**src/rtl/rcvc_pkg.sv**
```systemverilog
package rcvc_pkg;

    localparam int CODE_W      = 3;
    localparam int NUM_COLORS  = 8;
    localparam int REF_W       = 16;
    localparam int VOTE_W      = 8;
    localparam int CFG_IDX_W   = 3;
    localparam int CFG_DATA_W  = 16;
    localparam int QUEUE_DEPTH = 4;
    localparam int QPTR_W      = 2;
    localparam int QCNT_W      = 3;

    localparam logic [CODE_W-1:0] COLOR_WHITE = 3'd7;
    localparam logic [VOTE_W-1:0] VOTE_MAX    = 8'd255;
    localparam logic [VOTE_W-1:0] VOTES_RESET = 8'd10;

    localparam logic [CFG_IDX_W-1:0] REG_REF_RED      = 3'd0;
    localparam logic [CFG_IDX_W-1:0] REG_REF_GREEN    = 3'd1;
    localparam logic [CFG_IDX_W-1:0] REG_REF_BLUE     = 3'd2;
    localparam logic [CFG_IDX_W-1:0] REG_REF_CLEAR    = 3'd3;
    localparam logic [CFG_IDX_W-1:0] REG_VOTES_NEEDED = 3'd4;

    typedef struct packed {
        logic [REF_W-1:0] ref_red;
        logic [REF_W-1:0] ref_green;
        logic [REF_W-1:0] ref_blue;
        logic [REF_W-1:0] ref_clear;
    } ref_cfg_t;

    typedef struct packed {
        logic              valid;
        logic [CODE_W-1:0] code;
    } code_item_t;

endpackage

```
**src/rtl/rgb_color_vote_classifier_unit.sv**
```systemverilog
// A sample that decides a result passes through the product stage register, the code queue
// and the output register. Throughput: one sample per cycle while in_stall is low; the product
// stage and a four-entry code queue hold samples while the output register is stalled.
// Reset clears the vote counters, the queue and all valid flags, sets every reference
// to zero and sets votes_needed to ten.
module rgb_color_vote_classifier_unit #(
    parameter int SAMPLE_BITS = 16
) (
    input  logic                            clk,
    input  logic                            rst_n,
    input  logic                            cfg_wr_en,
    input  logic [rcvc_pkg::CFG_IDX_W-1:0]  cfg_index,
    input  logic [rcvc_pkg::CFG_DATA_W-1:0] cfg_data,
    input  logic                            in_valid,
    output logic                            in_stall,
    input  logic [15:0]                     red_count,
    input  logic [15:0]                     green_count,
    input  logic [15:0]                     blue_count,
    input  logic [15:0]                     clear_count,
    output logic                            out_valid,
    input  logic                            out_stall,
    output logic [2:0]                      color_code
);

    rcvc_pkg::ref_cfg_t            cfg_reg;
    logic [rcvc_pkg::VOTE_W-1:0]   votes_needed_reg;
    rcvc_pkg::code_item_t          push;
    rcvc_pkg::code_item_t          head;
    logic                          pop;
    logic [rcvc_pkg::QCNT_W-1:0]   queue_count;

    always_ff @(posedge clk or negedge rst_n)
    begin
        if (!rst_n)
        begin
            cfg_reg          <= '0;
            votes_needed_reg <= rcvc_pkg::VOTES_RESET;
        end
        else if (cfg_wr_en)
        begin
            unique case (cfg_index)
                rcvc_pkg::REG_REF_RED:      cfg_reg.ref_red   <= cfg_data;
                rcvc_pkg::REG_REF_GREEN:    cfg_reg.ref_green <= cfg_data;
                rcvc_pkg::REG_REF_BLUE:     cfg_reg.ref_blue  <= cfg_data;
                rcvc_pkg::REG_REF_CLEAR:    cfg_reg.ref_clear <= cfg_data;
                rcvc_pkg::REG_VOTES_NEEDED: votes_needed_reg  <= cfg_data[rcvc_pkg::VOTE_W-1:0];
                default: ;
            endcase
        end
    end

    rcvc_front #(
        .SAMPLE_BITS(SAMPLE_BITS)
    ) u_front (
        .clk        (clk),
        .rst_n      (rst_n),
        .cfg        (cfg_reg),
        .in_valid   (in_valid),
        .in_stall   (in_stall),
        .red_count  (red_count),
        .green_count(green_count),
        .blue_count (blue_count),
        .clear_count(clear_count),
        .queue_count(queue_count),
        .push       (push)
    );

    rcvc_queue u_queue (
        .clk  (clk),
        .rst_n(rst_n),
        .push (push),
        .pop  (pop),
        .head (head),
        .count(queue_count)
    );

    rcvc_back u_back (
        .clk         (clk),
        .rst_n       (rst_n),
        .votes_needed(votes_needed_reg),
        .head        (head),
        .pop         (pop),
        .out_valid   (out_valid),
        .out_stall   (out_stall),
        .color_code  (color_code)
    );

endmodule

```
**src/rtl/rcvc_front.sv**
```systemverilog
module rcvc_front #(
    parameter int SAMPLE_BITS = 16
) (
    input  logic                          clk,
    input  logic                          rst_n,
    input  rcvc_pkg::ref_cfg_t            cfg,
    input  logic                          in_valid,
    output logic                          in_stall,
    input  logic [15:0]                   red_count,
    input  logic [15:0]                   green_count,
    input  logic [15:0]                   blue_count,
    input  logic [15:0]                   clear_count,
    input  logic [rcvc_pkg::QCNT_W-1:0]   queue_count,
    output rcvc_pkg::code_item_t          push
);

    localparam int PX_W = SAMPLE_BITS + rcvc_pkg::REF_W;
    localparam int PY_W = SAMPLE_BITS + rcvc_pkg::REF_W + 1;
    localparam int OCC_W = rcvc_pkg::QCNT_W + 1;

    logic [SAMPLE_BITS-1:0] red_s;
    logic [SAMPLE_BITS-1:0] green_s;
    logic [SAMPLE_BITS-1:0] blue_s;
    logic [SAMPLE_BITS-1:0] clear_s;

    logic            valid_reg;
    logic            valid_next;
    logic            zero_reg;
    logic [PX_W-1:0] rx_reg;
    logic [PX_W-1:0] gx_reg;
    logic [PX_W-1:0] bx_reg;
    logic [PY_W-1:0] ry_reg;
    logic [PY_W-1:0] gy_reg;
    logic [PY_W-1:0] by_reg;
    logic [OCC_W-1:0] occupancy;
    logic            accept;

    assign red_s   = red_count[SAMPLE_BITS-1:0];
    assign green_s = green_count[SAMPLE_BITS-1:0];
    assign blue_s  = blue_count[SAMPLE_BITS-1:0];
    assign clear_s = clear_count[SAMPLE_BITS-1:0];

    // Items in the product stage count against queue space so that the stage never waits.
    assign occupancy = OCC_W'(queue_count) + OCC_W'(valid_reg);
    assign in_stall  = (occupancy >= OCC_W'(rcvc_pkg::QUEUE_DEPTH));
    assign accept    = in_valid && !in_stall;
    assign valid_next = accept;

    always_ff @(posedge clk or negedge rst_n)
    begin
        if (!rst_n)
        begin
            valid_reg <= 1'b0;
        end
        else
        begin
            valid_reg <= valid_next;
        end
    end

    always_ff @(posedge clk)
    begin
        if (accept)
        begin
            zero_reg <= (clear_s == '0);
            rx_reg <= PX_W'(red_s) * PX_W'(cfg.ref_clear);
            gx_reg <= PX_W'(green_s) * PX_W'(cfg.ref_clear);
            bx_reg <= PX_W'(blue_s) * PX_W'(cfg.ref_clear);
            ry_reg <= (PY_W'(cfg.ref_red) + PY_W'(1)) * PY_W'(clear_s);
            gy_reg <= (PY_W'(cfg.ref_green) + PY_W'(1)) * PY_W'(clear_s);
            by_reg <= (PY_W'(cfg.ref_blue) + PY_W'(1)) * PY_W'(clear_s);
        end
    end

    always_comb
    begin
        push.valid = valid_reg;
        if (zero_reg)
        begin
            push.code = rcvc_pkg::COLOR_WHITE;
        end
        else
        begin
            push.code[0] = (PY_W'(rx_reg) >= ry_reg);
            push.code[1] = (PY_W'(gx_reg) >= gy_reg);
            push.code[2] = (PY_W'(bx_reg) >= by_reg);
        end
    end

endmodule

```
**src/rtl/rcvc_queue.sv**
```systemverilog
module rcvc_queue (
    input  logic                        clk,
    input  logic                        rst_n,
    input  rcvc_pkg::code_item_t        push,
    input  logic                        pop,
    output rcvc_pkg::code_item_t        head,
    output logic [rcvc_pkg::QCNT_W-1:0] count
);

    logic [rcvc_pkg::CODE_W-1:0] slot_reg [rcvc_pkg::QUEUE_DEPTH];
    logic [rcvc_pkg::QPTR_W-1:0] wr_ptr_reg;
    logic [rcvc_pkg::QPTR_W-1:0] wr_ptr_next;
    logic [rcvc_pkg::QPTR_W-1:0] rd_ptr_reg;
    logic [rcvc_pkg::QPTR_W-1:0] rd_ptr_next;
    logic [rcvc_pkg::QCNT_W-1:0] count_reg;
    logic [rcvc_pkg::QCNT_W-1:0] count_next;
    logic                        do_pop;

    assign do_pop     = pop && (count_reg != '0);
    assign wr_ptr_next = push.valid ? wr_ptr_reg + rcvc_pkg::QPTR_W'(1) : wr_ptr_reg;
    assign rd_ptr_next = do_pop ? rd_ptr_reg + rcvc_pkg::QPTR_W'(1) : rd_ptr_reg;
    assign count_next  = count_reg + rcvc_pkg::QCNT_W'(push.valid)
                         - rcvc_pkg::QCNT_W'(do_pop);

    assign head.valid = (count_reg != '0);
    assign head.code  = slot_reg[rd_ptr_reg];
    assign count      = count_reg;

    always_ff @(posedge clk or negedge rst_n)
    begin
        if (!rst_n)
        begin
            wr_ptr_reg <= '0;
            rd_ptr_reg <= '0;
            count_reg  <= '0;
        end
        else
        begin
            wr_ptr_reg <= wr_ptr_next;
            rd_ptr_reg <= rd_ptr_next;
            count_reg  <= count_next;
        end
    end

    always_ff @(posedge clk)
    begin
        if (push.valid)
        begin
            slot_reg[wr_ptr_reg] <= push.code;
        end
    end

endmodule

```
**src/rtl/rcvc_back.sv**
```systemverilog
module rcvc_back (
    input  logic                        clk,
    input  logic                        rst_n,
    input  logic [rcvc_pkg::VOTE_W-1:0] votes_needed,
    input  rcvc_pkg::code_item_t        head,
    output logic                        pop,
    output logic                        out_valid,
    input  logic                        out_stall,
    output logic [rcvc_pkg::CODE_W-1:0] color_code
);

    logic [rcvc_pkg::VOTE_W-1:0] vote_reg [rcvc_pkg::NUM_COLORS];
    logic [rcvc_pkg::VOTE_W-1:0] cur_vote;
    logic [rcvc_pkg::VOTE_W-1:0] new_vote;
    logic                        decide;
    logic                        out_valid_reg;
    logic                        out_valid_next;
    logic [rcvc_pkg::CODE_W-1:0] color_reg;

    assign pop      = head.valid && (!out_valid_reg || !out_stall);
    assign cur_vote = vote_reg[head.code];
    assign new_vote = (cur_vote == rcvc_pkg::VOTE_MAX) ? cur_vote
                                                       : cur_vote + rcvc_pkg::VOTE_W'(1);
    assign decide   = (new_vote >= votes_needed);

    always_comb
    begin
        if (pop && decide)
        begin
            out_valid_next = 1'b1;
        end
        else if (!out_stall)
        begin
            out_valid_next = 1'b0;
        end
        else
        begin
            out_valid_next = out_valid_reg;
        end
    end

    always_ff @(posedge clk or negedge rst_n)
    begin
        if (!rst_n)
        begin
            out_valid_reg <= 1'b0;
            for (int i = 0; i < rcvc_pkg::NUM_COLORS; i++)
            begin
                vote_reg[i] <= '0;
            end
        end
        else
        begin
            out_valid_reg <= out_valid_next;
            if (pop)
            begin
                if (decide)
                begin
                    for (int i = 0; i < rcvc_pkg::NUM_COLORS; i++)
                    begin
                        vote_reg[i] <= '0;
                    end
                end
                else
                begin
                    vote_reg[head.code] <= new_vote;
                end
            end
        end
    end

    always_ff @(posedge clk)
    begin
        if (pop && decide)
        begin
            color_reg <= head.code;
        end
    end

    assign out_valid  = out_valid_reg;
    assign color_code = color_reg;

endmodule

```
**config.mk**
```make
export PLATFORM = sky130hd
export DESIGN_NAME = rgb_color_vote_classifier_unit
export DESIGN_NICKNAME = d
export VERILOG_FILES = /design/src/rtl/rcvc_pkg.sv /design/src/rtl/rgb_color_vote_classifier_unit.sv /design/src/rtl/rcvc_front.sv /design/src/rtl/rcvc_queue.sv /design/src/rtl/rcvc_back.sv
export SDC_FILE = /design/constraint.sdc
export NUM_CORES = 2
export LEC_CHECK = 0
export ABC_CLOCK_PERIOD_IN_PS = 24800
export BUFFER_PORTS_ARGS = -buffer_cell sky130_fd_sc_hd__buf_2
export CELL_PAD_IN_SITES_DETAIL_PLACEMENT = 0
export CELL_PAD_IN_SITES_GLOBAL_PLACEMENT = 1
export CORE_UTILIZATION = 42
export CTS_CLUSTER_DIAMETER = 40
export DETAILED_ROUTE_END_ITERATION = 7
export GPL_ROUTABILITY_DRIVEN = 0
export GPL_TIMING_DRIVEN = 0
export PLACE_DENSITY = 0.71
export SYNTH_ARGS = -nofsm -noshare
export SYNTH_HDL_FRONTEND = slang
export SYNTH_HIERARCHICAL = 1
export SYNTH_SLANG_ARGS = --single-unit
```
**constraint.sdc**
```tcl
create_clock -name clk -period 24.8 [get_ports clk]
set_input_delay 1.24 -clock clk [delete_from_list [all_inputs] [get_ports clk]]
set_output_delay 1.24 -clock clk [all_outputs]
set_load 0.1 [all_outputs]
```
==> impl_metrics.tcl <==
set metrics [dict create \
    clock_latency_ps 580 \
    cts.reportedPaths.clkPinSlew_ps 60 \
    coreArea_sq_um 160900 \
    synth_edf_count 211 \
    final_common_cell "inv_1" \
    crit_path_end_kind "flop" \
    die_area_sq_um 164100 \
    hpwl_microns 172800 \
    htreeDepth 2 \
    whs_ps 482.1 \
    postSynth.asyncResetShare_pct 40.73 \
    drv_slew 0 \
    grt_setup_unrepaired "false" \
    cts_setup_buffers 0 \
    fmax_mhz 109.0 \
    yosys_warnings 6 \
    grt_pass1_vias 53590 \
    io_buffers 83 \
    worstPathCellList "ha_1, nand2_1, nor2_1, nand4_1, or2_2, xnor2_1, clkbuf_1, nand2_1, fa_1, fa_1, fa_1, fa_1, inv_1, fa_1, fa_1, ha_1, a211oi_1, nand3_1, a31oi_1, a21oi_1, a31oi_1, or2_1, o21ai_1, xnor2_1" \
    grt_pass1_wl_microns 320300 \
    slew_headroom_pct 2.059 \
    cts.repair.resized 0 \
    drt-wirelength-per-cell_microns 21.48 \
    cts_sinks 356 \
    syn_inst 7284 \
    grt_overflow 0 \
    ant_nets 0 \
    syn_area_per_cell_sq_um 9.369 \
    grt.total_usage_pct 25.93 \
    outcome "completed" \
    viasPerCell 5.215 \
    cts_tree "built" \
    critPathMaxFanout 10 \
    routed_wl_microns 206600 \
    skew_ps 33.39 \
    tns_ps 0 \
    cts_buffer_depth 3 \
    synthTopCellsByArea "fa_1 (35%), ha_1 (14%), edfxtp_1 (9.3%), inv_1 (8.5%), nand2_1 (6.0%)" \
    antenna_found_initial 33 \
    cpMaxStageDelayCell "xnor2_1" \
    fin_crit_sh_pct 36.99 \
    yosysTopAreaCellShare_pct 35.41 \
    critPathLaunchType "flop" \
    first_pass_iters 8 \
    tightest_slew_ps 1469 \
    cts_hold_buf 0 \
    die_width_microns 405.1 \
    start_util_pct 42.40 \
    slowest_delay_ps 710 \
    die-height_microns 405.1 \
    fin_cells 9621 \
    synth_cell_type_count 88 \
    numCtsBuffers 39 \
    drc 0 \
    r2r_slack_ps 15630 \
    ys.flop_type "edfxtp_1" \
    drv_cap 0 \
    yosysSeqAreaShare_pct 14.61 \
    synth_nets 9320 \
    cp.required_ps 25110 \
    grt_max_degree 78 \
    nNetsFinal 9451 \
    post_route_cells_drive_above_1_share_pct 3.881 \
    dp.cells 9534 \
    io_pins 93 \
    critPathKind "reg -> reg" \
    setup_violations 0 \
    synth-seq-cells 356 \
    cpMostUsedCell "fa_1" \
    synth_area_sq_um 68240 \
    cts_root_buf "clkbuf_16" \
    min_period_ps 9173 \
    drt_iter0_markers 3121 \
    mostFrequentLayoutCells "inv_1 (1546), fa_1 (1207), nand2_1 (1088), ha_1 (741), and2_1 (630)" \
    arrival_ps 9480 \
    fin_util_pct 45.27 \
    hold_path.class "reg -> reg" \
    area_growth_pct 6.762 \
    num_vias 50170 \
    synth_top_area_cell "fa_1" \
    num_rows 147 \
    fill_cells 15792 \
    hold_viol 0 \
]
-- metrics by stage --
step | setup slack, ps | area (sq um)
global route | 15300 | 72820
floorplan | 14460 | 68240
detailed placement | 15360 | 71530
finish | 15630 | 72860
CTS | 15660 | 72820
global placement | 11220 | 71360
-- Yosys cell counts, types with 34 or more instances --
cell and number:
clkbuf_1 288, dfrtp_1 143, nor2b_1 60, nand3_1 57, edfxtp_1 211, and2_1 630
a21oi_1 158, xnor2_1 152, nor2_1 139, ha_1 741, xor2_1 62, o21ai_0 61
nor3_1 34, fa_1 1207, inv_1 1546, a21o_1 119, nand4_1 40, nand2_1 1088
nand2b_1 37, o21ai_1 72, mux2_2 78
-- area by class of cell --
cell class	count	area, sq um	share of cell area [%]
Clock inverter	25	274.0	0.3761
Tap cell	2160	2703	3.709
Inverter	1549	5814	7.981
Antenna cell	15	37.54	0.05152
Clock buffer	47	1016	1.394
Multi-Input combinational cell	5070	51230	70.32
Sequential cell	356	9967	13.68
Timing Repair Buffer	90	576.8	0.7917
Buffer	309	1236	1.697
-- worst paths after layout --
check / start / depth (start not counted) / endpoint
min in group asynchronous: rst_n / 1 / u_queue/count[1]$_DFF_PN0_
max: cfg_reg[32]$_DFFE_PN0P_ / 24 / u_front/gy_reg[32]$_DFFE_PP_
max reg2reg: cfg_reg[32]$_DFFE_PN0P_ / 24 / u_front/gy_reg[32]$_DFFE_PP_
max in group asynchronous: rst_n / 2 / cfg_reg[45]$_DFFE_PN0P_
min: u_back/vote_reg[59]$_DFFE_PN0P_ / 2 / u_back/vote_reg[59]$_DFFE_PN0P_
min reg2reg: u_back/vote_reg[59]$_DFFE_PN0P_ / 2 / u_back/vote_reg[59]$_DFFE_PN0P_
-- metal layers --
layer	share of wire, %	global-route usage [%]	vias to the layer above
met5	0.0097	0	-
met3	6.4	3.486	282
met1	42	34.53	25771
li1	-	-	22618
met2	48	43.62	1495
met4	3.4	8.240	4
-- cell families (layout without fill, tap and decap cells) --
logic type                 Yosys count  count (layout)  synth area share, %
and+or+nand+nor                   2172            2172                15.41
xor gates and xnor gates           215             215                2.770
muxes                              105             105                1.872
AOI/OAI and AO/OA                  630             630                6.012
adders and majority gates         1948            1948                48.99
other                                0              15                    0
buffers and inverters             1858            2020                10.33
DFF                                356             356                14.61
-- critical path, delay by kind of cell (launching register included) --
kind | cells | cell delay (ps)
AOI/OAI and AO/OA | 5 | 1670
xor gates and xnor gates | 2 | 860
adders and majority gates | 8 | 3710
buffers and inverters | 2 | 650
DFF | 1 | 590
and+or+nand+nor | 7 | 1410
Power is left out: the tool's default activity adds up to more than one toggle a clock period on the data nets, which glitch-free logic cannot reach.
